`config.mk`:
```
export PLATFORM = sky130hd
export DESIGN_NAME = kvi_pos_lane
export DESIGN_NICKNAME = d
export VERILOG_FILES = /design/src/rtl/kvi_pkg.sv /design/src/rtl/kvi_pos_lane.sv
export SDC_FILE = /design/constraint.sdc
export NUM_CORES = 1
export LEC_CHECK = 0
export ABC_CLOCK_PERIOD_IN_PS = 13100
export BUFFER_PORTS_ARGS = -buffer_cell sky130_fd_sc_hd__buf_4
export CORE_AREA = 2 2 142 283
export CTS_CLUSTER_SIZE = 24
export DETAILED_ROUTE_END_ITERATION = 7
export DIE_AREA = 0 0 144 285
export PLACE_DENSITY = 0.82
export SLEW_MARGIN = 40
export SYNTH_ARGS = -nofsm -noshare
export SYNTH_HDL_FRONTEND = slang
export SYNTH_SLANG_ARGS = --single-unit
```
`constraint.sdc`:
```
create_clock -name clk -period 13.1 [get_ports clk]
set_input_delay 0.655 -clock clk [delete_from_list [all_inputs] [get_ports clk]]
set_output_delay 0.655 -clock clk [all_outputs]
set_load 0.01 [all_outputs]
```
`src/rtl/kvi_pkg.sv`:
```
// Shared types and constants of the keyframe vertex interpolator.
package kvi_pkg;

  // Field widths
  localparam int BYTE_W  = 8;
  localparam int AXIS_W  = 16;
  localparam int CFG_W   = 48;
  localparam int BLEND_W = 8;
  localparam int SIZE_W  = 13;
  localparam int TEX_W   = 16;
  localparam int POS_W   = 24;
  localparam int UV_W    = 18;
  localparam int IDX_W   = 3;

  // Position datapath widths
  localparam int DEC_W  = 26;  // decompressed axis, signed Q.12
  localparam int DIFF_W = 27;  // next minus current
  localparam int ACC_W  = 36;  // blend accumulator, signed Q.20
  localparam int POS_LSB = 10; // Q.20 to Q.10

  // Texture divider organization
  localparam int DIV_STAGES      = 3;
  localparam int STEPS_PER_STAGE = UV_W / DIV_STAGES;
  localparam int REM_W           = SIZE_W + 1;

  // Register stages from input word to result strobe
  localparam int PIPE_DEPTH = 5;

  // Saturation limits of the normalized texture coordinate
  localparam logic signed [UV_W-1:0] UV_MAX     = 18'sh1FFFF;
  localparam logic signed [UV_W-1:0] UV_MIN     = 18'sh20000;
  localparam logic        [UV_W:0]   UV_NEG_MAG = 19'h20000;

  // Register reset values
  localparam logic [CFG_W-1:0]  SCALE_RST = 48'h1000_1000_1000;
  localparam logic [CFG_W-1:0]  TRANS_RST = 48'h0;
  localparam logic [SIZE_W-1:0] SKIN_RST  = 13'd256;

  // Register indexes
  typedef enum logic [IDX_W-1:0] {
    CFG_CUR_SCALE  = 3'd0,
    CFG_CUR_TRANS  = 3'd1,
    CFG_NEXT_SCALE = 3'd2,
    CFG_NEXT_TRANS = 3'd3,
    CFG_BLEND      = 3'd4,
    CFG_SKIN_W     = 3'd5,
    CFG_SKIN_H     = 3'd6
  } cfg_idx_t;

  // Configuration bundle from the register file to the datapath
  typedef struct packed {
    logic [CFG_W-1:0]   cur_scale;
    logic [CFG_W-1:0]   cur_trans;
    logic [CFG_W-1:0]   next_scale;
    logic [CFG_W-1:0]   next_trans;
    logic [BLEND_W-1:0] blend;
    logic [SIZE_W-1:0]  skin_w;
    logic [SIZE_W-1:0]  skin_h;
  } cfg_t;

endpackage

```
`src/rtl/kvi_pos_lane.sv`:
```
// One axis of the position path: decompress both frames, blend, scale to Q14.10.
module kvi_pos_lane import kvi_pkg::*; (
  input  logic                    clk,
  input  logic [BYTE_W-1:0]       cur_b,
  input  logic [BYTE_W-1:0]       nxt_b,
  input  logic [AXIS_W-1:0]       cur_scale,
  input  logic [AXIS_W-1:0]       cur_trans,
  input  logic [AXIS_W-1:0]       next_scale,
  input  logic [AXIS_W-1:0]       next_trans,
  input  logic [BLEND_W-1:0]      blend,
  output logic signed [POS_W-1:0] pos
);

  localparam int MUL_W = AXIS_W + BYTE_W;

  logic [MUL_W-1:0]         cur_mul;
  logic [MUL_W-1:0]         nxt_mul;
  logic signed [DEC_W-1:0]  c_nxt;
  logic signed [DEC_W-1:0]  n_nxt;
  logic signed [DEC_W-1:0]  c1_r;
  logic signed [DEC_W-1:0]  n1_r;
  logic signed [DEC_W-1:0]  c2_r;
  logic signed [DIFF_W-1:0] d2_r;
  logic signed [ACC_W-1:0]  prod_nxt;
  logic signed [ACC_W-1:0]  prod3_r;
  logic signed [ACC_W-1:0]  cs3_r;
  logic signed [ACC_W-1:0]  acc4_r;
  logic signed [POS_W-1:0]  pos_r;

  // Stage 1: scale * byte + translate, in Q.12
  assign cur_mul = MUL_W'(cur_scale) * MUL_W'(cur_b);
  assign nxt_mul = MUL_W'(next_scale) * MUL_W'(nxt_b);
  assign c_nxt = $signed({2'b00, cur_mul}) +
                 $signed({{4{cur_trans[AXIS_W-1]}}, cur_trans, 6'b000000});
  assign n_nxt = $signed({2'b00, nxt_mul}) +
                 $signed({{4{next_trans[AXIS_W-1]}}, next_trans, 6'b000000});

  // Stage 3: blend fraction times the frame difference
  assign prod_nxt = ACC_W'($signed({1'b0, blend})) * ACC_W'(d2_r);

  // Advance the stages
  always_ff @(posedge clk) begin
    c1_r    <= c_nxt;
    n1_r    <= n_nxt;
    c2_r    <= c1_r;
    d2_r    <= DIFF_W'(n1_r) - DIFF_W'(c1_r);
    prod3_r <= prod_nxt;
    cs3_r   <= $signed({{(ACC_W-DEC_W-8){c2_r[DEC_W-1]}}, c2_r, 8'h00});
    acc4_r  <= prod3_r + cs3_r;
    pos_r   <= acc4_r[POS_LSB+POS_W-1:POS_LSB];
  end

  assign pos = pos_r;

endmodule

```
==> impl_metrics.yaml <==
layout:
  finalNetCount: 3272
  final_cell_mix: "sky130_fd_sc_hd__inv_1 (451), sky130_fd_sc_hd__and2_1 (333), sky130_fd_sc_hd__fa_1 (333)"
  instances_no_fill: 3149
  design_area_um2: 25200
  area_growth_syn_to_layout_pct: 9.02
  layout_commonest_cell: "sky130_fd_sc_hd__inv_1"
  share_of_post_route_cells_with_drive_strength_above_1_pct: 6.87
  n_fill_cell: 3142
  fin_util_pct: 64.4
setup_path:
  critical_path_required_ps: 13490
  cp_max_fo: 16
  timing.critical_path.from_type: "primary input"
  timing_worst_setup_path_type: "primary input to flip-flop"
  critical_path.endpoint_type: "flip-flop"
  cp_data_arrival_time_ps: 6630
yosys:
  post_synth_inst_count: 2509
  async_flop_share_pct: 0
  ys_ff_latch: 205
  ys_warn_count: 0
  synth_enable_flop_cells: 0
  synth_cell_type_count: 73
  synth_area_per_cell_um2: 9.20
  mappedNetlistArea_um2: 23100
  ys_dominant_reg_cell: "sky130_fd_sc_hd__dfxtp_1"
  synth-seq-area-share_pct: 17.8
  syn_nets: 3176
clocking:
  ctsHoldBuffers: 0
  clockRootBuffer: "sky130_fd_sc_hd__clkbuf_16"
  post-cts-setup-buffers: 0
  clock-sinks: 205
  clkSlewWorstSetupHoldPaths_ps: 70
  cts_resized: 0
  cts_tree: "built"
  cts_made_buffers: 21
  clk-insertion-delay-late_ps: 510
  clockBufferDepth: 3
  clock_tree.htree_level_count: 1
timing:
  slew-limit-headroom_pct: 61.8
  setup_total_negative_slack_ps: 0
  finalSetupViolations: 0
  fin_crit_sh_pct: 47.6
  grt_setup_unrepaired: "no"
  timing.final.crit_period_ps: 6240
  final-hold-violation-count: 0
  final_max_slew_violation_count: 0
  achievable-frequency_mhz: 160
  layout_skew_ps: 13.5
  worstMarginPinSlew_ps: 558
placement:
  gpl.final_weighted_congestion: 0.893
  dp_cells: 3107
  placement.cell_area_um2: 24400
  portBuffers: 112
  post-dp-hpwl_um: 40500
global_route:
  use_met3_pct: 2.22
  grt_max_degree: 29
  grt_pass1_wl_um: 83500
  antenna_found_initial: 4
  gr-max-usage-layer: "met2"
  global_route.overflow_total: 0
  grt_use_met1_pct: 29.9
  gr-usage-all-layers_pct: 25.1
  use_met2_pct: 45.2
  grt_pass1_vias: 17900
drt:
  routed_via_density: 5.42
  num_vias: 17100
  antenna_left: 0
  detailed_routing_iterations_pass_1: 5
  detail_route.iter0.violations: 752
  remaining_drc_errors: 0
  routedWlPerCell_um: 15.6
  routed_wl_um: 49300
run_status:
  status: "finished, final reports clean"
floorplanning:
  die-width_um: 144
  row_count: 103
  floorplan.die_area_um2: 41000
  io_pins: 113
  floorplan.initialDensity_pct: 59.1
  die-height_um: 285
  core_um2: 39000
job:
  maxCapViolations: 0
min_path:
  hold_class: "flip-flop to flip-flop"
[synth_stat cells, types with 32 or more instances]
library cell / number / area [um2]
sky130_fd_sc_hd__and2_1: 333 / 2080
sky130_fd_sc_hd__a21oi_1: 97 / 485
sky130_fd_sc_hd__xor2_1: 36 / 315
sky130_fd_sc_hd__a21o_1: 35 / 263
sky130_fd_sc_hd__nand3_1: 32 / 160
sky130_fd_sc_hd__xnor2_1: 91 / 797
sky130_fd_sc_hd__clkbuf_1: 37 / 139
sky130_fd_sc_hd__nor3_1: 36 / 180
sky130_fd_sc_hd__nor2_1: 96 / 360
sky130_fd_sc_hd__fa_1: 333 / 6670
sky130_fd_sc_hd__nand2_1: 203 / 762
sky130_fd_sc_hd__o21ai_0: 50 / 250
sky130_fd_sc_hd__ha_1: 245 / 3070
sky130_fd_sc_hd__dfxtp_1: 205 / 4100
sky130_fd_sc_hd__inv_1: 451 / 1690
[worst max-delay path, cell delays in order]
cell and delay (ps):
sky130_fd_sc_hd__buf_4 170, sky130_fd_sc_hd__and2_1 170, sky130_fd_sc_hd__fa_1 470, sky130_fd_sc_hd__fa_1 550, sky130_fd_sc_hd__inv_1 50, sky130_fd_sc_hd__fa_1 460, sky130_fd_sc_hd__fa_1 550, sky130_fd_sc_hd__inv_1 40
sky130_fd_sc_hd__ha_1 310, sky130_fd_sc_hd__o21a_1 130, sky130_fd_sc_hd__a21oi_1 190, sky130_fd_sc_hd__o21ai_0 170, sky130_fd_sc_hd__and2_1 220, sky130_fd_sc_hd__o21ai_0 160, sky130_fd_sc_hd__nand2b_1 80, sky130_fd_sc_hd__a21oi_1 180
sky130_fd_sc_hd__xnor2_1 90, sky130_fd_sc_hd__ha_1 370, sky130_fd_sc_hd__nand2_1 80, sky130_fd_sc_hd__nor3_1 240, sky130_fd_sc_hd__o211ai_1 210, sky130_fd_sc_hd__a311oi_1 400, sky130_fd_sc_hd__nor4b_1 120, sky130_fd_sc_hd__o41ai_1 320
sky130_fd_sc_hd__a21oi_1 130, sky130_fd_sc_hd__xnor2_1 130
[registers in the layout (all words and copies together) (netlist names)]
name and cells:
d2_r 27, c1_r 26, c2_r 26, cs3_r 26
n1_r 26, prod3_r 26, acc4_r 24, pos 24
[per-layer routing]
| layer | vias up | wire length (um) |
|---|---|---|
| met3 | 116 | 1830 |
| met4 | 0 | 2690 |
| met2 | 415 | 26000 |
| met5 | - | 0 |
| li1 | 8109 | - |
| met1 | 8432 | 18700 |
[cell type report]
| type | count | area [um2] | share of cell area [%] |
|---|---|---|---|
| multi-input cells | 1814 | 17100 | 68.0 |
| flip-flops and latches | 205 | 4100 | 16.3 |
| inverters | 451 | 1690 | 6.73 |
| repair buffers | 112 | 841 | 3.34 |
| well taps | 525 | 657 | 2.61 |
| clock buffers | 30 | 609 | 2.42 |
| clock inverters | 8 | 129 | 0.512 |
| diodes | 4 | 10.0 | 0.0398 |
[metrics by stage]
step / hold slack (ps) / worst slack (ps)
final: 317 / 6860
after global placement: 310 / 6640
after global routing: 330 / 6460
after floorplan: 310 / 7010
after CTS: 319 / 6920
after detailed placement: 312 / 6440
[cell families (layout without fill, tap and decap cells)]
group           after synthesis  count (layout)  share of synthesized area, %
compound gates              314             314                          9.01
other cells                   0               4                             0
fa+ha+maj                   578             578                          42.2
simple gates                794             794                          18.1
flops                       205             205                          17.8
xor+xnor                    127             127                          4.82
mux                           1               1                        0.0434
buf+inv                     490             601                          8.04
[final timing paths]
path,start,to,slack (ps),depth (start not counted)
setup reg to reg,d2_r[9],prod3_r[33],7700,17
hold reg to reg,c2_r[3],cs3_r[11],320,0
setup / recovery,nxt_b[2],n1_r[24],6860,26
hold / removal,c2_r[3],cs3_r[11],320,0
Power is not shown: default switching activity piles up to over one toggle a cycle in this logic, so the estimate is an artifact.
