===== src/rtl/kvi_pkg.sv =====
// Shared types and constants of the keyframe vertex interpolator.
package kvi_pkg;

  // Field widths
  localparam int BYTE_W  = 8;
  localparam int AXIS_W  = 16;
  localparam int CFG_W   = 48;
  localparam int BLEND_W = 8;
  localparam int SIZE_W  = 13;
  localparam int TEX_W   = 16;
  localparam int POS_W   = 24;
  localparam int UV_W    = 18;
  localparam int IDX_W   = 3;

  // Position datapath widths
  localparam int DEC_W  = 26;  // decompressed axis, signed Q.12
  localparam int DIFF_W = 27;  // next minus current
  localparam int ACC_W  = 36;  // blend accumulator, signed Q.20
  localparam int POS_LSB = 10; // Q.20 to Q.10

  // Texture divider organization
  localparam int DIV_STAGES      = 3;
  localparam int STEPS_PER_STAGE = UV_W / DIV_STAGES;
  localparam int REM_W           = SIZE_W + 1;

  // Register stages from input word to result strobe
  localparam int PIPE_DEPTH = 5;

  // Saturation limits of the normalized texture coordinate
  localparam logic signed [UV_W-1:0] UV_MAX     = 18'sh1FFFF;
  localparam logic signed [UV_W-1:0] UV_MIN     = 18'sh20000;
  localparam logic        [UV_W:0]   UV_NEG_MAG = 19'h20000;

  // Register reset values
  localparam logic [CFG_W-1:0]  SCALE_RST = 48'h1000_1000_1000;
  localparam logic [CFG_W-1:0]  TRANS_RST = 48'h0;
  localparam logic [SIZE_W-1:0] SKIN_RST  = 13'd256;

  // Register indexes
  typedef enum logic [IDX_W-1:0] {
    CFG_CUR_SCALE  = 3'd0,
    CFG_CUR_TRANS  = 3'd1,
    CFG_NEXT_SCALE = 3'd2,
    CFG_NEXT_TRANS = 3'd3,
    CFG_BLEND      = 3'd4,
    CFG_SKIN_W     = 3'd5,
    CFG_SKIN_H     = 3'd6
  } cfg_idx_t;

  // Configuration bundle from the register file to the datapath
  typedef struct packed {
    logic [CFG_W-1:0]   cur_scale;
    logic [CFG_W-1:0]   cur_trans;
    logic [CFG_W-1:0]   next_scale;
    logic [CFG_W-1:0]   next_trans;
    logic [BLEND_W-1:0] blend;
    logic [SIZE_W-1:0]  skin_w;
    logic [SIZE_W-1:0]  skin_h;
  } cfg_t;

endpackage


===== src/rtl/kvi_cfg_regs.sv =====
// Configuration register file of the keyframe vertex interpolator.
module kvi_cfg_regs import kvi_pkg::*; (
  input  logic             clk,
  input  logic             rst_n,
  input  logic             cfg_we,
  input  logic [IDX_W-1:0] cfg_index,
  input  logic [CFG_W-1:0] cfg_wdata,
  output cfg_t             cfg
);

  cfg_t cfg_r;
  cfg_t cfg_nxt;

  // Decode the write; unknown indexes drop the word
  always_comb begin
    cfg_nxt = cfg_r;
    if (cfg_we) begin
      case (cfg_idx_t'(cfg_index))
        CFG_CUR_SCALE:  cfg_nxt.cur_scale  = cfg_wdata;
        CFG_CUR_TRANS:  cfg_nxt.cur_trans  = cfg_wdata;
        CFG_NEXT_SCALE: cfg_nxt.next_scale = cfg_wdata;
        CFG_NEXT_TRANS: cfg_nxt.next_trans = cfg_wdata;
        CFG_BLEND:      cfg_nxt.blend      = cfg_wdata[BLEND_W-1:0];
        CFG_SKIN_W:     cfg_nxt.skin_w     = cfg_wdata[SIZE_W-1:0];
        CFG_SKIN_H:     cfg_nxt.skin_h     = cfg_wdata[SIZE_W-1:0];
        default:        cfg_nxt = cfg_r;
      endcase
    end
  end

  // Hold the registers
  always_ff @(posedge clk) begin
    if (!rst_n) begin
      cfg_r.cur_scale  <= SCALE_RST;
      cfg_r.cur_trans  <= TRANS_RST;
      cfg_r.next_scale <= SCALE_RST;
      cfg_r.next_trans <= TRANS_RST;
      cfg_r.blend      <= '0;
      cfg_r.skin_w     <= SKIN_RST;
      cfg_r.skin_h     <= SKIN_RST;
    end else begin
      cfg_r <= cfg_nxt;
    end
  end

  assign cfg = cfg_r;

endmodule


===== config.mk =====
export PLATFORM = sky130hd
export DESIGN_NAME = kvi_cfg_regs
export DESIGN_NICKNAME = d
export VERILOG_FILES = /design/src/rtl/kvi_pkg.sv /design/src/rtl/kvi_cfg_regs.sv
export SDC_FILE = /design/constraint.sdc
export NUM_CORES = 1
export LEC_CHECK = 0
export BUFFER_PORTS_ARGS = -buffer_cell sky130_fd_sc_hd__clkbuf_2
export CAP_MARGIN = 20
export CORE_MARGIN = 5
export CORE_UTILIZATION = 33
export CTS_BUF_LIST = sky130_fd_sc_hd__clkbuf_8
export DETAILED_ROUTE_END_ITERATION = 10
export PLACE_DENSITY = 0.61
export SYNTH_ARGS = -nofsm -noshare
export SYNTH_HDL_FRONTEND = slang
export SYNTH_SLANG_ARGS = --single-unit

===== constraint.sdc =====
create_clock -name clk -period 2.8 [get_ports clk]
set_clock_uncertainty 0.1 [all_clocks]
set_input_delay 0.56 -clock clk [delete_from_list [all_inputs] [get_ports clk]]
set_output_delay 0.56 -clock clk [all_outputs]
set_load 0.01 [all_outputs]

==> impl_metrics.json, run 1 <==
{
  "status": "completed",
  "tightest_slew_ns": 0.843,
  "setup_slack_ns": 1.11,
  "finalSetupTns_ns": 0,
  "start_util_pct": 33.7,
  "syn-cell-area_sq_um": 8250,
  "clockBufferDepth": 3,
  "avgSynthCellArea_sq_um": 10.3,
  "fin_crit_sh_pct": 60.4,
  "syn_inst": 799,
  "drt_iter0_markers": 214,
  "portBuffers": 279,
  "fmax_mhz": 591,
  "clk_pin_slew_worst_paths_ns": 0.06,
  "path_cells": "clkbuf_2",
  "crit_type": "reg -> out",
  "core-area_sq_um": 24500,
  "dpl.hpwl_um": 16200,
  "yosys.area.top_type": "dfxtp_1",
  "critPathRequiredTime_ns": 2.14,
  "seqCellArea_sq_um": 4520,
  "r2r-end": "cfg[104]",
  "die_y_um": 168,
  "layout-drive-gt1-share_pct": 32.2,
  "fill_cells": 2391,
  "cpMaxStageDelayCell": "dfxtp_1",
  "yosysUniqueCellTypes": 13,
  "finalSetupViolCount": 0,
  "vias": 6404,
  "die_w_um": 168,
  "r2r-start": "cfg[104]",
  "place_area_sq_um": 10000,
  "arrival_ns": 1.03,
  "cts_tree": "yes",
  "holdCritStartpoint": "cfg_wdata[12]",
  "syn2layout_area_growth_pct": 31.1,
  "cts_buffers": 39,
  "max-vdd-ir-drop_uv": 351,
  "powerDensity_nw_per_um2": 626,
  "grt_max_degree": 53,
  "crit_cells": 1,
  "endpoint": "cfg[217]",
  "grt_pass1_wl_um": 36800,
  "hold_viol_final": 0,
  "grt_util_all_layers_pct": 15.8,
  "yosysMostFrequentCell": "nand2_1",
  "instances_no_fill": 1428,
  "placed_cells": 1358,
  "postLayoutCellArea_sq_um": 10800,
  "drt.antenna.violating_nets": 0,
  "multiInputGateArea_sq_um": 3450,
  "viasPerCell": 4.48,
  "slew_violations": 0,
  "rsz0062_at_grt": "false",
  "cts_num_sinks": 226,
  "path_buf_inv": 1,
  "cts_root_buf": "clkbuf_8",
  "cts-resized-gates": 0,
  "syn_nets": 853,
  "final_nets": 1129,
  "ys_top_cells_by_count": "nand2_1 (266), dfxtp_1 (226), mux2i_1 (226)",
  "wl_per_cell_um": 16.2,
  "hold-worst-slack_ns": 0.239,
  "rrSetupSlack_ns": 2.04,
  "reg2regPathDepth": 2,
  "row_count": 57,
  "drv_cap": 0,
  "clock_latency_ns": 0.50,
  "finalCriticalPeriod_ns": 1.69,
  "crit_start": "cfg[217]",
  "post-cts-setup-buffers": 0,
  "max_slew_margin_pct": 43.8,
  "p_leak_nw": 5.88,
  "yosysSeqAreaShare_pct": 54.8,
  "ys_top_cells_by_area": "dfxtp_1 (55%), mux2i_1 (27%), nand2_1 (12%)",
  "finalWirelength_um": 23200,
  "dieArea_sq_um": 28300,
  "crit_fanout": 2,
  "first_pass_iters": 4,
  "synth-edff-count": 0,
  "gp_congestion": 0.753,
  "synth_top_area_share_pct": 54.8,
  "htreeDepth": 2,
  "synth_seq_cells": 226,
  "io_pins": 280,
  "p_total_mw": 6.77,
  "critPathLaunchType": "register",
  "hold_buffers": 0,
  "critPathTopFamily": "flip-flops",
  "end_kind": "output pin",
  "hold_path_depth": 3,
  "antenna_found_initial": 0,
  "slowest_delay_ns": 0.38,
  "async_flop_share_pct": 0,
  "ys.flop_type": "dfxtp_1",
  "ys_warn_count": 0,
  "hold_class": "in -> reg",
  "drc": 0,
  "grt-ovfl-total": 0,
  "diodes": 0,
  "largest_reg_flops": 226,
  "grt_pass1_vias": 6521,
  "finish.utilization_pct": 44.2,
  "dp_slack_ns": 0.631
}
layout make-up:
class	instances	area share, %
tap	324	3.75
timing repair buffer	296	15.1
clock inverter	16	0.578
multi-input combinational	512	31.9
sequential	226	41.8
clock buffer	54	6.87
per-layer routing:
| layer | share of wire [%] | track usage (%) | vias up | routed length, um |
|---|---|---|---|---|
| met5 | 0 | 0 | - | 0 |
| li1 | - | - | 3191 | - |
| met1 | 43 | 19.9 | 2986 | 10100 |
| met2 | 47 | 26.6 | 202 | 10900 |
| met4 | 1.1 | 3.53 | 0 | 266 |
| met3 | 8.2 | 5.32 | 25 | 1890 |
power breakdown:
group	switching [mW]	leakage, nW	internal, mW
registers	0.0384	1.83	3.29
clock network	1.29	0.471	1.71
logic	0.273	3.58	0.177
cells by family (layout without fill, tap and decap cells):
family | count (synthesis) | after routing | synth area share, %
buffers and inverters | 61 | 366 | 3.79
multiplexers | 226 | 226 | 27.4
AND/OR/NAND/NOR | 286 | 286 | 14.0
flip-flops | 226 | 226 | 54.8
worst min path at each step:
| stage | end | slack (ns) |
|---|---|---|
| floorplan | cfg[178] | 0.38 |
| global placement | cfg[185] | 0.34 |
| detailed placement | cfg[187] | 0.35 |
| CTS | cfg[158] | 0.20 |
| global route | cfg[158] | 0.21 |
| finish | cfg[94] | 0.24 |
cells in the final DEF (no fill, tap or decap):
cell type  synthesis  layout
inv_1              0      14
mux2i_1          226     226
buf_12             0       8
nand4bb_1          3       1
dfxtp_1          226     226
clkbuf_8           0      55
or4b_1             1       1
buf_4             11       9
nand4b_1           3       3
clkbuf_2           0     278
nand4bb_4          0       2
nor2b_1           12      12
clkinv_2           0       2
nor4b_2            0       1
nand2_1          266     266
No activity file was read; power rests on OpenSTA's default activity.
==> run 2, diff against run 1 <==
Clock period 2.8 ns to 1.7 ns, I/O delays scaled along.
==> run 2 against run 1 <==
Via count up 1.6%. Sequential share of layout area down 0.74 points. Die area unchanged. Final cell count up 1.3%. Clock power up 62%. Utilization up 0.79 points. First-iteration DRC count up 45%. Worst setup slack worse by 0.90 ns. Combinational power up 75%. Register-to-register slack worse by 1.1 ns. Cell area up 1.8%. Power up 64%. Critical path type unchanged. Critical endpoint is now cfg[225]. Largest cell class unchanged. Largest power group unchanged. Highest routed layer unchanged.
==> impl_metrics.json, run 2 (synthesis results as in run 1) <==
{
  "post-cts-setup-buffers": 0,
  "crit_fanout": 2,
  "start_util_pct": 33.7,
  "grt-ovfl-total": 0,
  "rsz0062_at_grt": "false",
  "path_buf_inv": 1,
  "largest_reg_flops": 226,
  "cts_buffers": 40,
  "drv_cap": 0,
  "drt.antenna.violating_nets": 0,
  "final_nets": 1152,
  "row_count": 57,
  "p_leak_nw": 5.97,
  "finalSetupViolCount": 0,
  "mostFrequentLayoutCell": "clkbuf_2",
  "fin_crit_sh_pct": 87.5,
  "first_pass_iters": 4,
  "critPathLaunchType": "register",
  "grt_util_all_layers_pct": 16.1,
  "slew_violations": 0,
  "fmax_mhz": 673,
  "io_pins": 280,
  "finalWirelength_um": 23500,
  "powerDensity_nw_per_um2": 1010,
  "seqCellArea_sq_um": 4520,
  "most-common-layout-cells": "clkbuf_2 (278), nand2_1 (266), mux2i_1 (226), dfxtp_1 (226), clkbuf_8 (50)",
  "tightest_slew_ns": 0.354,
  "path_cells": "clkbuf_2",
  "dpl.hpwl_um": 16400,
  "critPathRequiredTime_ns": 1.26,
  "status": "completed",
  "dieArea_sq_um": 28300,
  "arrival_ns": 1.05,
  "dp_slack_ns": 0.0442,
  "hold_class": "in -> reg",
  "hold_viol_final": 0,
  "grt_pass1_wl_um": 37100,
  "fill_cells": 2383,
  "syn2layout_area_growth_pct": 33.5,
  "placed_cells": 1376,
  "place_area_sq_um": 10200,
  "die_y_um": 168,
  "cts_root_buf": "clkbuf_8",
  "portBuffers": 279,
  "instances_no_fill": 1446,
  "cts_num_sinks": 226,
  "end_kind": "output pin",
  "max-vdd-ir-drop_uv": 667,
  "diodes": 0,
  "clock_latency_ns": 0.52,
  "antenna_found_initial": 0,
  "layout-drive-gt1-share_pct": 33.1,
  "setup_slack_ns": 0.213,
  "grt_max_degree": 51,
  "drc": 0,
  "finalSetupTns_ns": 0,
  "gp_congestion": 0.765,
  "cpMaxStageDelayCell": "dfxtp_1",
  "critPathTopFamily": "flip-flops",
  "grt_pass1_vias": 6654,
  "postLayoutCellArea_sq_um": 11000,
  "die_w_um": 168,
  "core-area_sq_um": 24500,
  "viasPerCell": 4.50,
  "max_slew_margin_pct": 76.4,
  "wl_per_cell_um": 16.3,
  "multiInputGateArea_sq_um": 3450,
  "clk_pin_slew_worst_paths_ns": 0.06,
  "clockBufferDepth": 3,
  "drt_iter0_markers": 311,
  "slowest_delay_ns": 0.36,
  "crit_type": "reg -> out",
  "finalCriticalPeriod_ns": 1.49,
  "vias": 6507,
  "cts_tree": "yes",
  "htreeDepth": 2
}
-- run 2: worst paths after layout --
check / from / end / slack, ns / depth (start not counted)
max: cfg[225] / cfg[225] / 0.21 / 1
min: cfg_wdata[26] / cfg[204] / 0.04 / 3
max reg2reg: cfg[27] / cfg[27] / 0.96 / 2
min reg2reg: cfg[168] / cfg[168] / 0.36 / 2
-- run 2: layer usage --
layer  vias to the layer above  wire, um  track usage, %
met5                         -         0               0
li1                       3239         -               -
met4                         0       388            4.38
met3                        26      2000            6.00
met2                       214     11100            26.8
met1                      3028     10000            19.6
-- run 2: what timing repair did --
action	in CTS	in global routing
gates resized for setup	0	0
hold buffers	4	0
hold endpoints to repair	9	0
-- run 2: power by group --
group          switching (mW)  internal, mW  leakage, nW
registers              0.0669          5.42         1.83
logic                   0.461         0.326         3.71
clock network            2.12          2.73        0.438
-- run 2: final cells by class --
type	instances	area share, %
multi-input cells	512	31.3
repair buffers	318	16.9
flip-flops and latches	226	41.1
clock buffers	49	6.12
well taps	324	3.68
clock inverters	17	0.909
-- run 2: per-stage QoR --
step | hold WS (ns) | power, mW | utilization, %
after floorplan | 0.379 | 6.02 | -
final | 0.0371 | 11.1 | 45.0
after CTS | 0.00568 | 11.3 | 45.0
after detailed placement | 0.347 | 6.39 | 41.7
after global routing | 0.0215 | 11.7 | 45.0
after global placement | 0.342 | 6.38 | 41.7
