==> config.mk <==
export PLATFORM = sky130hd
export DESIGN_NAME = kvi_tex_div
export DESIGN_NICKNAME = d
export VERILOG_FILES = /design/src/rtl/kvi_pkg.sv /design/src/rtl/kvi_tex_div.sv
export SDC_FILE = /design/constraint.sdc
export NUM_CORES = 1
export LEC_CHECK = 0
export ABC_AREA = 1
export BUFFER_PORTS_ARGS = -buffer_cell sky130_fd_sc_hd__buf_2
export CAP_MARGIN = 20
export CORE_MARGIN = 3
export CORE_UTILIZATION = 43
export DETAILED_ROUTE_END_ITERATION = 8
export MAX_ROUTING_LAYER = met4
export SLEW_MARGIN = 10
export SYNTH_ARGS = -nofsm -noshare
export SYNTH_HDL_FRONTEND = slang
export SYNTH_SLANG_ARGS = --single-unit
==> constraint.sdc <==
create_clock -name clk -period 18.2 [get_ports clk]
set_input_delay 2.73 -clock clk [delete_from_list [all_inputs] [get_ports clk]]
set_output_delay 2.73 -clock clk [all_outputs]
set_load 0.05 [all_outputs]
==> src/rtl/kvi_pkg.sv <==
// Shared types and constants of the keyframe vertex interpolator.
package kvi_pkg;

  // Field widths
  localparam int BYTE_W  = 8;
  localparam int AXIS_W  = 16;
  localparam int CFG_W   = 48;
  localparam int BLEND_W = 8;
  localparam int SIZE_W  = 13;
  localparam int TEX_W   = 16;
  localparam int POS_W   = 24;
  localparam int UV_W    = 18;
  localparam int IDX_W   = 3;

  // Position datapath widths
  localparam int DEC_W  = 26;  // decompressed axis, signed Q.12
  localparam int DIFF_W = 27;  // next minus current
  localparam int ACC_W  = 36;  // blend accumulator, signed Q.20
  localparam int POS_LSB = 10; // Q.20 to Q.10

  // Texture divider organization
  localparam int DIV_STAGES      = 3;
  localparam int STEPS_PER_STAGE = UV_W / DIV_STAGES;
  localparam int REM_W           = SIZE_W + 1;

  // Register stages from input word to result strobe
  localparam int PIPE_DEPTH = 5;

  // Saturation limits of the normalized texture coordinate
  localparam logic signed [UV_W-1:0] UV_MAX     = 18'sh1FFFF;
  localparam logic signed [UV_W-1:0] UV_MIN     = 18'sh20000;
  localparam logic        [UV_W:0]   UV_NEG_MAG = 19'h20000;

  // Register reset values
  localparam logic [CFG_W-1:0]  SCALE_RST = 48'h1000_1000_1000;
  localparam logic [CFG_W-1:0]  TRANS_RST = 48'h0;
  localparam logic [SIZE_W-1:0] SKIN_RST  = 13'd256;

  // Register indexes
  typedef enum logic [IDX_W-1:0] {
    CFG_CUR_SCALE  = 3'd0,
    CFG_CUR_TRANS  = 3'd1,
    CFG_NEXT_SCALE = 3'd2,
    CFG_NEXT_TRANS = 3'd3,
    CFG_BLEND      = 3'd4,
    CFG_SKIN_W     = 3'd5,
    CFG_SKIN_H     = 3'd6
  } cfg_idx_t;

  // Configuration bundle from the register file to the datapath
  typedef struct packed {
    logic [CFG_W-1:0]   cur_scale;
    logic [CFG_W-1:0]   cur_trans;
    logic [CFG_W-1:0]   next_scale;
    logic [CFG_W-1:0]   next_trans;
    logic [BLEND_W-1:0] blend;
    logic [SIZE_W-1:0]  skin_w;
    logic [SIZE_W-1:0]  skin_h;
  } cfg_t;

endpackage

==> src/rtl/kvi_tex_div.sv <==
// One texture coordinate: pipelined floor division by the skin size, saturated to Q3.14.
module kvi_tex_div import kvi_pkg::*; (
  input  logic                    clk,
  input  logic signed [TEX_W-1:0] coord,
  input  logic [SIZE_W-1:0]       size,
  output logic signed [UV_W-1:0]  uv
);

  typedef struct packed {
    logic              neg;
    logic              zdiv;
    logic              ovf;
    logic              nz;
    logic [REM_W-1:0]  rem;
    logic [UV_W-1:0]   tail;
    logic [UV_W-1:0]   quo;
    logic [SIZE_W-1:0] div;
  } div_st_t;

  logic [TEX_W-1:0] coord_u;
  logic [TEX_W-1:0] mag;
  div_st_t          st_nxt;
  div_st_t          st_r [0:DIV_STAGES];
  logic [UV_W:0]    mag_q;
  logic signed [UV_W-1:0] uv_nxt;
  logic signed [UV_W-1:0] uv_r;

  // Prepare magnitude, overflow test and first partial remainder
  assign coord_u = coord;
  assign mag = coord_u[TEX_W-1] ? (~coord_u + 16'd1) : coord_u;

  always_comb begin
    st_nxt.neg  = coord_u[TEX_W-1];
    st_nxt.zdiv = (size == '0);
    st_nxt.ovf  = ({1'b0, mag} >= {size, 4'b0000});
    st_nxt.nz   = (mag != '0);
    st_nxt.rem  = {2'b00, mag[TEX_W-1:4]};
    st_nxt.tail = {mag[3:0], 14'h0000};
    st_nxt.quo  = '0;
    st_nxt.div  = size;
  end

  always_ff @(posedge clk) begin
    st_r[0] <= st_nxt;
  end

  // Restoring division, a fixed group of quotient bits per stage
  for (genvar g = 0; g < DIV_STAGES; g++) begin : g_div
    div_st_t          nx;
    logic [REM_W-1:0] trial;

    always_comb begin
      nx    = st_r[g];
      trial = '0;
      for (int k = 0; k < STEPS_PER_STAGE; k++) begin
        trial   = {nx.rem[REM_W-2:0], nx.tail[UV_W-1]};
        nx.tail = {nx.tail[UV_W-2:0], 1'b0};
        if (trial >= {1'b0, nx.div}) begin
          nx.rem = trial - {1'b0, nx.div};
          nx.quo = {nx.quo[UV_W-2:0], 1'b1};
        end else begin
          nx.rem = trial;
          nx.quo = {nx.quo[UV_W-2:0], 1'b0};
        end
      end
    end

    always_ff @(posedge clk) begin
      st_r[g+1] <= nx;
    end
  end

  // Apply floor for negative values and saturate
  assign mag_q = {1'b0, st_r[DIV_STAGES].quo} +
                 {{UV_W{1'b0}}, (st_r[DIV_STAGES].rem != '0)};

  always_comb begin
    if (st_r[DIV_STAGES].zdiv) begin
      if (st_r[DIV_STAGES].neg) begin
        uv_nxt = UV_MIN;
      end else if (st_r[DIV_STAGES].nz) begin
        uv_nxt = UV_MAX;
      end else begin
        uv_nxt = '0;
      end
    end else if (st_r[DIV_STAGES].ovf) begin
      uv_nxt = st_r[DIV_STAGES].neg ? UV_MIN : UV_MAX;
    end else if (!st_r[DIV_STAGES].neg) begin
      uv_nxt = st_r[DIV_STAGES].quo[UV_W-1] ? UV_MAX : $signed(st_r[DIV_STAGES].quo);
    end else if (mag_q > UV_NEG_MAG) begin
      uv_nxt = UV_MIN;
    end else begin
      uv_nxt = $signed(UV_W'(~mag_q + 19'd1));
    end
  end

  always_ff @(posedge clk) begin
    uv_r <= uv_nxt;
  end

  assign uv = uv_r;

endmodule

==> flow_summary.ini, run 1 <==
[critical_path]
crit_buf_inv = 13
crit_path_frequent_cell = nand2_1
cp_slowest_cell = dfxtp_1
critPathCaptureType = flop
rrSetupSlack_ns = 4.17
slowest_delay_ns = 0.69
crit_fanout = 24
cp_top_family = simple AND/OR/NAND/NOR gates
cp.required_ns = 18.58
path_class = reg -> reg
crit_arrival_ns = 14.41
critPathLaunchType = flop

[synth]
netlist_top_cells_area = dfxtp_1 (18%), ha_1 (16%), nand2_1 (15%), inv_1 (7.3%), xor2_1 (6.5%)
synth_xor_xnor_area_share = 0.1014
muxShareOfSynthArea = 0
synth_cells = 2806
synthAdderAreaFrac = 0.1694
synth-edff-count = 0
synth_compound_area_frac = 0.1570
post_synth.cell_area_avg_sq_um = 6.586
synth_top_area_cell = dfxtp_1
synth_top_family_by_area = simple AND/OR/NAND/NOR gates
syn_area_sq_mm = 0.01848
yosysTopAreaCellShare = 0.1788
synth_seq_cells = 165
async_reset_ff_frac = 0
synthFlopType = dfxtp_1
synthSimpleGateAreaFrac = 0.3002
ys_warn_count = 0
syn_nets = 3082
synth_seq_area_share = 0.1788
ys_types = 56

[clock_network]
cts_setup_buffers = 0
cts_root_buf = clkbuf_16
clock_latency_ns = 0.44
post_cts_resized = 0
htree_levels = 4
cts_tree = yes
clock-sinks = 165
clk_pin_slew_worst_paths_ns = 0.08
numCtsBuffers = 17
clockBufferDepth = 2
ctsHoldBuffers = 0

[place]
portBuffers = 47
gp_congestion = 0.9607
dpl.cell_count = 3352
hpwl_microns = 45010

[floorplan]
die_y_microns = 213.3
initial_core_util = 0.4376
io_pins = 48
die-area_sq_mm = 0.04550
core_sq_mm = 0.04223
die_w_microns = 213.3
std_cell_rows = 75

[detailed_routing]
via_per_inst = 5.349
wire_per_inst_microns = 16.36
drt_iter0_drc = 1216
antenna_left = 0
via_count = 18100
routed_wl_microns = 55350
drc = 0
first_pass_iters = 5

[outcome]
status = completed

[sta]
timing.setup.tns_ns = 0
hold_viol_final = 0
slew_viol_final = 0
slew_headroom = 0.3177
clock_skew_ns = 0.01395
rsz0062_at_grt = no
worst_pin_slew_ns = 1.020
setup-violations-final = 0
clock.fmax_mhz = 71.27
layout_min_cycle_time_ns = 14.03
timing.final.crit_share = 0.7709

[global_routing]
grt_overflow = 0
grt_pass1_wl_microns = 87830
grt_pass1_vias = 16890
grt_use_total = 0.2502
antenna_found_initial = 0
grt_max_degree = 25

[finish]
area_growth_pct = 6.595
stdcell_count = 3384
nets = 3108
drive_gt1_frac = 0.06432
n_antenna_cell = 0

[min_path]
hp-class = reg -> reg

[job]
maxCapViolations = 0
==> worst paths after layout <==
check | startpoint | endpoint | cells after the start
worst max-delay path | st_r[0][0]$_DFF_P_ | st_r[1][54]$_DFF_P_ | 77
worst min-delay path | st_r[2][59]$_DFF_P_ | st_r[3][59]$_DFF_P_ | 0
worst max register to register | st_r[0][0]$_DFF_P_ | st_r[1][54]$_DFF_P_ | 77
worst min register to register | st_r[2][59]$_DFF_P_ | st_r[3][59]$_DFF_P_ | 0
==> cells in the final DEF, fill, tap and decap left out, drive strengths merged, types with 2 or more instances in the layout <==
master,count
nor3,27
fa,7
nand3,183
a31o,2
or2,12
a21oi,196
inv,385
dfxtp,165
a21o,27
o21bai,22
and3,2
nor2,216
clkbuf,17
a31oi,17
ha,239
o31ai,3
a21boi,6
a211oi,6
xor2,137
clkinv,5
and2,4
xnor2,77
buf,48
nand3b,5
o2111ai,4
nand4,49
o211ai,18
nand2,744
o221ai,5
o21a,6
o21ai,194
nor4,10
==> flip-flops by register name (all words and copies together) (netlist names) <==
register  count
st_r        147
uv           18
==> per-layer routing <==
| layer | up-vias | wire (microns) | track usage |
|---|---|---|---|
| met1 | 8219 | 25690 | 0.3242 |
| met2 | 445 | 25160 | 0.4043 |
| met5 | - | 0 | - |
| li1 | 9338 | - | - |
| met4 | 0 | 2014 | 0.08888 |
| met3 | 100 | 2483 | 0.02939 |
==> synthesized netlist by cell type (4+ instances only) <==
cell	number
nand2_1	728
nand3_4	8
a31oi_1	17
a211oi_1	6
nand4_1	48
o21bai_1	20
buf_2	9
a21boi_0	4
nand3_2	16
xnor2_1	77
o21ai_1	34
or2_2	9
buf_6	10
o211ai_1	18
inv_2	14
dfxtp_1	165
o2111ai_1	4
nand3_1	159
ha_1	239
a21oi_2	7
nand2_2	15
nor2_4	7
xor2_1	137
inv_1	361
nor2_2	11
nor4_1	10
clkbuf_1	4
and2_1	4
a21oi_1	189
nor2_1	195
o221ai_1	5
o21a_1	6
nor3_1	26
a21o_1	27
buf_4	17
nand3b_1	5
o21ai_0	157
fa_1	7
==> worst reg2reg max path: cells and delay by family (launching register included) <==
kind	cells	cell delay [ns]
buf+inv	13	1.51
simple gates	42	5.64
compound gates	15	3.76
fa+ha+maj	7	2.39
flops	1	0.69
==> area by class of cell <==
class	count	area (sq um)
tap	539	674.4
sequential	165	3303
clock buffer	17	425.4
clock inverter	15	180.2
fill	4422	22530
multi-input combinational	2223	13450
timing repair buffer	48	242.7
inverter	377	1420
==> cell families after synthesis <==
kind of cell,Yosys count
AND/OR/NAND/NOR,1253
XOR/XNOR,214
AO/OA/AOI/OAI,510
adder cells (fa/ha/maj),246
flip-flops,165
buffers and inverters,418
==> metrics by stage <==
step,utilization,hold slack (ns),cell area [sq um],setup WS [ns]
2_1_floorplan,-,0.3096,18480,7.493
5_1_grt,0.4665,0.3355,19700,2.715
4_1_cts,0.4665,0.3296,19700,4.272
3_3_place_gp,0.4521,0.3106,19090,4.336
3_5_place_dp,0.4521,0.3121,19090,4.368
6_report,0.4665,0.3275,19700,4.170
Power of run 1 is not shown: default switching activity piles up to over one toggle a cycle in this logic, so the estimate is an artifact.
==> run 2: changes to the inputs <==
Clock period 18.2 ns to 11.4 ns, I/O delays scaled along.
==> flow_summary.ini, run 2 (synthesis gave the netlist of run 1 again) <==
[place]
gp_congestion = 0.9546
portBuffers = 47
hpwl_microns = 48840
placed_area_sq_mm = 0.02145

[global_routing]
grt_use_total = 0.2635
grt_overflow = 0
grt_pass1_wl_microns = 93230
antenna_found_initial = 3
grt_pass1_vias = 18300
grt_max_degree = 25

[clock_network]
clock_latency_ns = 0.45
cts_tree = yes
numCtsBuffers = 17
cts_root_buf = clkbuf_16
ctsHoldBuffers = 0
clk_pin_slew_worst_paths_ns = 0.07
clock-sinks = 165
clockBufferDepth = 2
htree_levels = 4

[sta]
slew_viol_final = 0
timing.final.crit_share = 0.9381
clock.fmax_mhz = 93.51
layout_min_cycle_time_ns = 10.69
worst_pin_slew_ns = 0.9951
hold_slack_ns = 0.3285
clock_skew_ns = 0.01256
setup-violations-final = 0
hold_viol_final = 0
slew_headroom = 0.3341

[critical_path]
critPathCaptureType = flop
cp.required_ns = 11.77
critPathLaunchType = flop
crit_arrival_ns = 11.06
crit_fanout = 15
path_class = reg -> reg
crit_path_frequent_cell = inv_1
slowest_delay_ns = 0.38
cp_slowest_cell = dfxtp_2

[finish]
fin_area_sq_mm = 0.02286
area_growth_pct = 23.70
mostFrequentLayoutCell = nand2_1
drive_gt1_frac = 0.1924
nFillCells = 4172
nets = 3459
largest_register = st_r
largest_reg_flops = 147
final_cell_mix = nand2_1 (717), inv_1 (359), buf_4 (338), ha_1 (222), nor2_1 (179)

[outcome]
status = completed

[detailed_routing]
wire_per_inst_microns = 16.01
via_count = 19510
drt_iter0_drc = 1249
routed_wl_microns = 59850
first_pass_iters = 5
via_per_inst = 5.219
drc = 0
antenna_left = 0

[floorplan]
std_cell_rows = 75
die_y_microns = 213.3
io_pins = 48
die_w_microns = 213.3
core_sq_mm = 0.04223
initial_core_util = 0.4376
die-area_sq_mm = 0.04550

[job]
maxCapViolations = 0

[min_path]
hp-class = reg -> reg
-- run 2: changes by cell type in the layout (fill, tap and decap cells not counted), sizes merged --
cell / before / now
buf: 48 / 392
bufinv: 1 / 0
clkinvlp: 1 / 4
diode: 0 / 3
inv: 385 / 384
nand3: 183 / 186
nor2: 216 / 219
-- run 2: final timing paths --
check	start	end	slack, ns	cells after the start
setup reg to reg	st_r[1][1]$_DFF_P_	st_r[2][46]$_DFF_P_	0.71	69
hold reg to reg	st_r[1][57]$_DFF_P_	st_r[2][57]$_DFF_P_	0.33	0
setup / recovery	st_r[1][1]$_DFF_P_	st_r[2][46]$_DFF_P_	0.71	69
hold / removal	st_r[1][57]$_DFF_P_	st_r[2][57]$_DFF_P_	0.33	0
-- run 2: final cells by class --
class                           count  area [sq um]  share of cell area
Timing Repair inverter              1         6.256           0.0002737
Timing Repair Buffer              392          2878              0.1259
Sequential cell                   165          3308              0.1447
Antenna cell                        3         7.507           0.0003284
Tap cell                          539         674.4             0.02950
Inverter                          377          1456             0.06371
Clock inverter                     15         157.7            0.006897
Multi-Input combinational cell   2229         13950              0.6101
Clock buffer                       17         425.4             0.01861
-- run 2: routing by layer --
| layer | vias to the layer above | GRT usage | part of all wire |
|---|---|---|---|
| met2 | 395 | 0.4498 | 0.48 |
| met5 | - | - | 0 |
| met3 | 57 | 0.02674 | 0.039 |
| met1 | 9009 | 0.3404 | 0.47 |
| li1 | 10050 | - | - |
| met4 | 0 | 0.05333 | 0.016 |
-- run 2: repair_timing --
item / 4_1_cts / 5_1_grt
pin swaps: 0 / 37
hold endpoints to repair: 0 / 0
gates cloned: 0 / 7
resized for setup: 3 / 152
endpoints found under the setup margin: 12 / 43
buffers inserted: 0 / 33
-- run 2: metrics by stage --
step	utilization	setup TNS, ns	setup slack [ns]	cells
finish	0.5413	0	0.7060	3738
global route	0.5413	-1.120	-0.1269	3738
CTS	0.5220	0	0.06977	3695
detailed placement	0.5080	-0.6172	-0.08100	3663
global placement	0.5080	0	0.2719	3663
floorplan	-	0	0.6927	2806
-- run 2: critical path, delay by kind of cell, from the launching register on --
kind	cells	cell delay (ns)
AOI/OAI and AO/OA	19	3.22
adders and majority gates	7	2.05
buffers and inverters	12	0.99
DFF	1	0.38
and+or+nand+nor	31	3.96
Power of run 2 is left out for the same reason.
==> run 3: changes to the inputs <==
Settings changed: CAP_MARGIN 20 to 30.
Clock period 11.4 ns to 10.33 ns, I/O delays scaled along.
==> flow_summary.ini, run 3 (synthesis gave the netlist of run 1 again) <==
[detailed_routing]
drt_iter0_drc = 1136
via_per_inst = 5.214
via_count = 20550
dr.max_layer_used = met4
antenna_left = 0
wl_met2_microns = 30440
routed_wl_microns = 63830
met1_length_microns = 28970
met3RoutedLength_microns = 2645
first_pass_iters = 6
drc = 0
wire_per_inst_microns = 16.20

[clock_network]
htree_levels = 4
numCtsBuffers = 17
clockBufferDepth = 2
clock-sinks = 165
ctsHoldBuffers = 0
clk_pin_slew_worst_paths_ns = 0.08
cts_tree = yes
cts_root_buf = clkbuf_16
clock_latency_ns = 0.44

[sta]
worst_pin_slew_ns = 0.9793
layout_min_cycle_time_ns = 10.12
timing.final.crit_share = 0.9794
hold_slack_ns = 0.3270
slew_viol_final = 0
setup-violations-final = 0
slew_headroom = 0.3447
clock.fmax_mhz = 98.85
clock_skew_ns = 0.01881
rsz0062_at_grt = yes
hold_viol_final = 0

[floorplan]
core_sq_mm = 0.04223
initial_core_util = 0.4376
die_w_microns = 213.3
die_y_microns = 213.3
std_cell_rows = 75
die-area_sq_mm = 0.04550
io_pins = 48

[finish]
drive_gt1_frac = 0.3559
final_cell_mix = nand2_1 (635), buf_4 (510), inv_1 (314), nor2_1 (154), dfxtp_1 (140)
nFillCells = 3779
area_growth_pct = 44.95
mostFrequentLayoutCell = nand2_1
largest_reg_flops = 147
nets = 3663
largest_register = st_r

[critical_path]
r2r-start = st_r[0][1]$_DFF_P_
crit_path_frequent_cell = nand2_2
crit_path_end = st_r[1][49]$_DFF_P_
path_class = reg -> reg
critPathCaptureType = flop
rrSetupSlack_ns = 0.21
r2r_cells = 70
crit_arrival_ns = 10.45
cp_slowest_cell = dfxtp_2
crit_fanout = 12
r2r-end = st_r[1][49]$_DFF_P_
cp.required_ns = 10.67
critPathLaunchType = flop
slowest_delay_ns = 0.34
crit_path_start = st_r[0][1]$_DFF_P_

[place]
hpwl_microns = 48970
gp_congestion = 0.9567
portBuffers = 47

[global_routing]
grt_overflow = 0
grt_pass1_wl_microns = 94920
grt_use_total = 0.2677
grt_pass1_vias = 18890
antenna_found_initial = 2
grt_max_degree = 20

[min_path]
hp-class = reg -> reg
min_path_cells = 0

[outcome]
status = completed

[job]
maxCapViolations = 0
-- run 3: final cells by class --
class,count,area (sq um),share of cell area
well taps,539,674.4,0.02518
multi-input cells,2228,16120,0.6018
repair inverters,7,55.05,0.002055
repair buffers,591,4523,0.1689
clock inverters,14,152.6,0.005699
inverters,377,1473,0.05498
flip-flops and latches,165,3344,0.1249
diodes,2,5.005,0.0001869
clock buffers,18,439.2,0.01640
-- run 3: worst max-delay path, delay by kind of cell (launching register included) --
family / cells / cell delay [ns]
fa+ha+maj: 6 / 1.43
simple gates: 34 / 3.75
flops: 1 / 0.34
compound gates: 15 / 2.59
buf+inv: 15 / 1.83
-- run 3: worst min-delay path by stage --
stage                              startpoint             endpoint  slack [ns]
after floorplan           st_r[0][57]$_DFF_P_  st_r[1][57]$_DFF_P_        0.31
after CTS                 st_r[2][58]$_DFF_P_  st_r[3][58]$_DFF_P_        0.33
final                     st_r[2][24]$_DFF_P_  st_r[3][30]$_DFF_P_        0.33
after global placement    st_r[1][17]$_DFF_P_  st_r[2][23]$_DFF_P_        0.31
after detailed placement  st_r[1][17]$_DFF_P_  st_r[2][23]$_DFF_P_        0.31
after global routing      st_r[1][18]$_DFF_P_  st_r[2][24]$_DFF_P_        0.33
-- run 3: stage by stage --
step                      cells  TNS [ns]  utilization  setup slack (ns)  area (sq um)
after floorplan            2806         0            -          0.007746         18500
after global placement     3789    -18.36       0.5312           -0.7666         22430
after detailed placement   3789    -18.64       0.5312           -0.7681         22430
after CTS                  3839         0       0.5543          0.008951         23400
after global routing       3941    -10.75       0.6343           -0.3701         26780
final                      3941         0       0.6343            0.2133         26780
-- run 3: per-layer routing --
metal / global-route usage / vias up
li1: - / 10470
met5: - / -
met2: 0.4421 / 451
met4: 0.07726 / 0
met3: 0.02865 / 100
met1: 0.3478 / 9533
-- run 3: repair_timing --
| item | CTS | global route |
|---|---|---|
| pin swaps | 16 | 207 |
| resized for setup | 82 | 591 |
| endpoints found under the setup margin | 28 | 43 |
| setup buffers | 14 | 87 |
| gates cloned | 4 | 13 |
Power of run 3 is left out for the same reason.
